**config.mk**
```make
export PLATFORM = sky130hd
export DESIGN_NAME = mfs_queue
export DESIGN_NICKNAME = d
export VERILOG_FILES = /design/src/hdl/median_filter_3x3_stream_macros.svh /design/src/hdl/mfs_pkg.sv /design/src/hdl/mfs_queue.sv
export SDC_FILE = /design/constraint.sdc
export NUM_CORES = 1
export LEC_CHECK = 0
export BUFFER_PORTS_ARGS = -buffer_cell sky130_fd_sc_hd__buf_2
export CAP_MARGIN = 20
export CORE_UTILIZATION = 39
export DETAILED_ROUTE_END_ITERATION = 16
export PLACE_DENSITY = 0.77
export SLEW_MARGIN = 20
export SYNTH_ARGS = -nofsm -noshare
export SYNTH_HDL_FRONTEND = slang
export SYNTH_SLANG_ARGS = --single-unit
```
**constraint.sdc**
```tcl
create_clock -name i_clk -period 1.5 [get_ports i_clk]
set_clock_uncertainty 0.05 [all_clocks]
set_input_delay 0 -clock i_clk [delete_from_list [all_inputs] [get_ports i_clk]]
set_output_delay 0 -clock i_clk [all_outputs]
set_load 0.05 [all_outputs]
```
**src/hdl/median_filter_3x3_stream_macros.svh**
```systemverilog
// Assertion macros for the 3x3 median filter stream.
// Used by the top level; relies on i_clk and i_rst_n in the including scope.
`ifndef MEDIAN_FILTER_3X3_STREAM_MACROS_SVH
`define MEDIAN_FILTER_3X3_STREAM_MACROS_SVH

// antecedent holds -> consequent holds in the same cycle
`define MFS_ASSERT_SAME(lbl, ante, cons, msg) \
    lbl: assert property (@(posedge i_clk) disable iff (!i_rst_n) (ante) |-> (cons)) \
        else $error(msg);

// antecedent holds -> consequent holds in the next cycle
`define MFS_ASSERT_NEXT(lbl, ante, cons, msg) \
    lbl: assert property (@(posedge i_clk) disable iff (!i_rst_n) (ante) |=> (cons)) \
        else $error(msg);

`endif

```
**src/hdl/mfs_pkg.sv**
```systemverilog
// Shared constants, types and compare helpers for the 3x3 median filter stream.
// No dependencies.
`default_nettype none
package mfs_pkg;

    localparam int MFS_MAX_WIDTH    = 4096;
    localparam int MFS_MAX_CHANNELS = 4;
    localparam int MFS_SAMPLE_BITS  = 16;
    localparam int MFS_QDEPTH       = 2;
    localparam int ROW_BITS         = 16;
    localparam int CFG_IDX_BITS     = 2;
    localparam int CFG_DATA_BITS    = 16;
    localparam int NUM_PORT_CH      = 4;

    // configuration register indexes
    localparam logic [CFG_IDX_BITS-1:0] CFG_IMAGE_WIDTH   = 2'd0;
    localparam logic [CFG_IDX_BITS-1:0] CFG_IMAGE_HEIGHT  = 2'd1;
    localparam logic [CFG_IDX_BITS-1:0] CFG_CHANNEL_COUNT = 2'd2;

    // result kinds of one input pixel, in emission order
    localparam logic [1:0] EM_MID_UP   = 2'd0;  // (x-1, y-1)
    localparam logic [1:0] EM_MID_LAST = 2'd1;  // (x-1, y) in last row
    localparam logic [1:0] EM_END_UP   = 2'd2;  // (W-1, y-1)
    localparam logic [1:0] EM_END_LAST = 2'd3;  // (W-1, y) in last row

    typedef struct packed {
        logic [3:0] mask;   // one bit per result kind
        logic       x_ge1;
        logic       x_ge2;
        logic       y_ge1;
        logic       y_ge2;
    } t_emit_ctl;

    function automatic logic [31:0] min2(input logic [31:0] a, input logic [31:0] b);
        return (a < b) ? a : b;
    endfunction

    function automatic logic [31:0] max2(input logic [31:0] a, input logic [31:0] b);
        return (a < b) ? b : a;
    endfunction

    function automatic logic [31:0] min3(input logic [31:0] a, input logic [31:0] b,
                                         input logic [31:0] c);
        return min2(min2(a, b), c);
    endfunction

    function automatic logic [31:0] max3(input logic [31:0] a, input logic [31:0] b,
                                         input logic [31:0] c);
        return max2(max2(a, b), c);
    endfunction

    function automatic logic [31:0] med3(input logic [31:0] a, input logic [31:0] b,
                                         input logic [31:0] c);
        return max2(min2(a, b), min2(max2(a, b), c));
    endfunction

endpackage
`default_nettype wire

```
**src/hdl/mfs_queue.sv**
```systemverilog
// Short FIFO between the front and the back of the median filter.
// Depends on mfs_pkg for the control struct.
`default_nettype none
module mfs_queue #(
    parameter int DW    = 8,
    parameter int DEPTH = 2
) (
    input  logic                  i_clk,
    input  logic                  i_rst_n,
    input  logic                  i_push,
    input  logic [DW-1:0]         i_data,
    input  mfs_pkg::t_emit_ctl    i_ctl,
    output logic                  o_ready,
    input  logic                  i_pop,
    output logic                  o_valid,
    output logic [DW-1:0]         o_data,
    output mfs_pkg::t_emit_ctl    o_ctl
);
    import mfs_pkg::*;

    localparam int PW = (DEPTH > 1) ? $clog2(DEPTH) : 1;
    localparam int CW = $clog2(DEPTH + 1);

    logic [DW-1:0] r_data [DEPTH];
    t_emit_ctl     r_ctl  [DEPTH];
    logic [PW-1:0] r_wp, r_rp, n_wp, n_rp;
    logic [CW-1:0] r_cnt;

    assign o_ready = (r_cnt < CW'(DEPTH));
    assign o_valid = (r_cnt != '0);
    assign o_data  = r_data[r_rp];
    assign o_ctl   = r_ctl[r_rp];

    always_comb begin
        n_wp = (r_wp == PW'(DEPTH - 1)) ? '0 : r_wp + 1'b1;
        n_rp = (r_rp == PW'(DEPTH - 1)) ? '0 : r_rp + 1'b1;
    end

    always_ff @(posedge i_clk) begin
        if (i_push) begin
            r_data[r_wp] <= i_data;
            r_ctl[r_wp]  <= i_ctl;
        end
    end

    always_ff @(posedge i_clk) begin
        if (!i_rst_n) begin
            r_wp  <= '0;
            r_rp  <= '0;
            r_cnt <= '0;
        end else begin
            if (i_push) r_wp <= n_wp;
            if (i_pop)  r_rp <= n_rp;
            if (i_push && !i_pop)      r_cnt <= r_cnt + 1'b1;
            else if (!i_push && i_pop) r_cnt <= r_cnt - 1'b1;
        end
    end

endmodule
`default_nettype wire

```
# Word-level counts from Yosys, hierarchy flattened
# Memory sizes are Yosys's and may differ from the RTL's. A register that Yosys moved wholly into a read port is not among the register bits.
# Index checks and enable logic that the tools add are counted.
# word_totals
ff_bits	4
ram_bits	32
input_bits	20
mem_count	2
# mem_list
memory	depth	width	rd	rd_ports_with_merged_regs	wr	line	rtl
r_ctl	2	8	1	1	1	mfs_queue.sv:25	t_emit_ctl r_ctl [DEPTH];
r_data	2	8	1	1	1	mfs_queue.sv:24	logic [DW-1:0] r_data [DEPTH];
# op_classes
n_addsub	4
magnitude_cmp	1
mux	10
n_reduce_logical	6
# ops
op	n
1-bit 2-to-1 mux	8
2-bit 2-to-1 mux	2
2-bit nonzero test	2
1-bit adder, second input constant	2
2-bit by 1-bit adder with 2-bit output, second input constant	1
1-bit logical AND	2
1-bit logical NOT	2
2-bit < comparator, second input constant	1
2-bit by 1-bit subtractor with 2-bit output, second input constant	1

# Longest topological paths before layout
# depth
word_depth	4
depth_mapped	5

# Least setup slack after synthesis
# Ideal clock, no wire load.
# synth_timing
path_type	reg-to-reg
start	register r_wp
end	memory r_ctl[0][0] in the netlist's numbering (enable)
setup_time_ns	0.392
arrival_time_ns	1.078
t_required_ns	1.058
setup_slack_ns	-0.020
stages_incl_launch_ff	2
path_buffers	0
synth_period_minus_slack_ns	1.520
path_cell_list	dfxtp_1 nor2b_1
# synth_rtl
item	line	rtl
from (decl)	mfs_queue.sv:26	logic [PW-1:0] r_wp, r_rp, n_wp, n_rp;
from (signal assigned)	mfs_queue.sv:52	if (i_push) r_wp <= n_wp;
to (decl)	mfs_queue.sv:25	
# Straight into the memory's write port.

==> run metrics <==
status completed; Yosys top cell area share 0.699; n_diodes 0; Static Leak 0.761 nW; top-level I/O count 38; final WL 2390 um; Synth Area in XOR/XNOR 0.0191; Area Growth Syn to Fin 41.7%; count leader, synth edfxtp_1; sequential share of the synthesized area 0.772; combinational share of power 0.228; CTS root buf clkbuf_4; Placed Area ~1700 um^2; Int Power 1.56 mW; vias per std cell 4.37; main combinational cell family by area after synthesis multiplexers; TritonRoute pass-1 iters 2; register area 1060 um^2; mux cell area share after synthesis 0.131; clock network fraction of design power 0.223; final design utilization 0.579; floorplan row count 21; Seq pwr share 0.548; top cells by area, synth edfxtp_1 70%, mux2_2 13%, dfxtp_1 7.3%; RSZ-0062 raised after global routing yes; clock slew at reported path FFs about 0.11 ns; antenna violations before repair 0; Synth async-reset ratio 0; crit end category primary output; Initial Util 0.408; worst setup margin 0.0379 ns; largest net degree at the start of global routing 13; FILL cells 297; final setup violation count 0; mapped cell area 1370 um^2; Peak Freq slightly below 700 MHz; TritonCTS Buffers 5; CP Class flop to primary output; Yosys reg bits 37; PwrDens between 1000 and 1500 nW/um^2; commonest cells in the netlist 32 x edfxtp_1, 16 x mux2_2, 5 x dfxtp_1; fin. max-slew vios 0; Worst Tran Pin Value 0.289 ns; Critical Path Fanout Max 7; Nets 160; Adder-Cell Fraction of Synth Area 0.00911; Primary FF master, synth edfxtp_1; Synth cell types 16; Die Wd 61.4 um; leading area contributor after synthesis edfxtp_1; simple-gate share of the synthesized area 0.0364; Final Wtd Congestion 0.656; first-pass GRT wire length 3550 um; EDFF count, synth 32; Hold/Removal Path Class input port to flop; total die area roughly 3800 um^2; multi-input logic area 292 um^2; residual DRC count 0; Slew headroom 0.807; Syn Inst Count 72; Final period util 0.975; share of layout cells above drive strength 1 0.493; post-route design area 1950 um^2; Worst Path Required approximately 1.5 ns; CTS tree built; vias between 800 and 900; final total power 2.20 mW; htree depth 2; crit start category flop; clock sink total 37; WL/cell 12.9 um; DRT iter0 DRCs 19; count of final hold-check violations 0; number of global-route vias before repair 847; DP Wirelength 1640 um; critical path arrival 1.41 ns; total congestion overflow 0; Max IR drop VDD 688 uV; Post-Syn Area per Cell around 19 um^2; Fin Hold WS 0.338 ns; Post-Syn Nets 93; fin crit period 1.46 ns; Antenna Nets Post-Route 0; Switching Fraction 0.291; compound-gate portion of the synthesized area 0.0146; Bufs on Longest Clock Path 2; Max Cap Viol 0; Placeable Area 3360 um^2; Die Y-Extent 61.4 um; IO Port Bufs 37; Reg2Reg Setup Slack 0.16 ns; net switching power 639 uW; gr usage total 0.141; Synth Warn # 0; Clock Latency Late Sink about 0.33 ns; Place WS 0.312 ns
worst paths after layout:
check / endpoint / cells past startpoint / start
max: o_data[2] / 3 / flop
min: r_data[0][7] / 2 / i_data[7]
max reg2reg: r_rp / 3 / r_rp
min reg2reg: r_cnt[1] / 2 / r_cnt[1]
critical path: stages (launching register included):
cell and delay, ns:
dfxtp_4 0.38, buf_4 0.16, mux2_2 0.35, buf_4 0.19
power groups by stage:
stage               Sequential (mW)  Combinational (mW)  Clock, mW
floorplan                      1.22               0.328          0
global placement               1.22               0.426          0
detailed placement             1.23               0.436          0
CTS                            1.21               0.487      0.517
global route                   1.21               0.532      0.559
finish                         1.21               0.502      0.490
per-stage QoR:
| step | cells | setup TNS (ns) |
|---|---|---|
| 2_1_floorplan | 72 | 0 |
| 3_3_place_gp | 158 | 0 |
| 3_5_place_dp | 158 | 0 |
| 4_1_cts | 186 | 0 |
| 5_1_grt | 186 | -0.228 |
| 6_report | 186 | 0 |
state kept, by name, indices dropped and copies added, names as in the netlist, named ones only:
name    count
r_data     16
r_cnt       2
r_rp        1
r_ctl      16
r_wp        1
per-layer routing:
layer  up-vias  share of wire  track usage
met3         5          0.051       0.0462
met5         -              0            0
met4         0          0.016       0.0857
met2        26           0.51        0.247
li1        402              -            -
met1       379           0.42        0.147
layout make-up:
class,count,area share
well taps,46,0.0296
multi-input cells,31,0.150
clock inverters,3,0.00900
clock buffers,5,0.0193
repair buffers,62,0.242
flip-flops and latches,37,0.547
inverters,2,0.00386
repair_timing:
item | CTS | global route
hold endpoints to repair | 37 | 0
hold buffers | 20 | 0
setup endpoints to repair | 14 | 14
setup buffers | 0 | 0
gates resized for setup | 5 | 21
cells in the final DEF (no fill, tap or decap), drive strengths merged, types with 2 or more instances in the layout:
master	netlist	routed
and2	4	4
buf	2	42
mux2	16	16
clkbuf	0	5
nor2b	2	2
dlygate4sd3	0	20
xor2	2	2
edfxtp	32	32
dfxtp	5	5
clkinv	0	2
inv	2	2
kinds of logic (layout without fill, tap and decap cells):
family                   after synthesis  count (layout)
multiplexers                          16              16
AO/OA/AOI/OAI                          3               3
flip-flops                            37              37
buffers and inverters                  4              72
XOR/XNOR                               3               3
adder cells (fa/ha/maj)                1               1
AND/OR/NAND/NOR                        8               8
(Power assumes the default switching activity.)
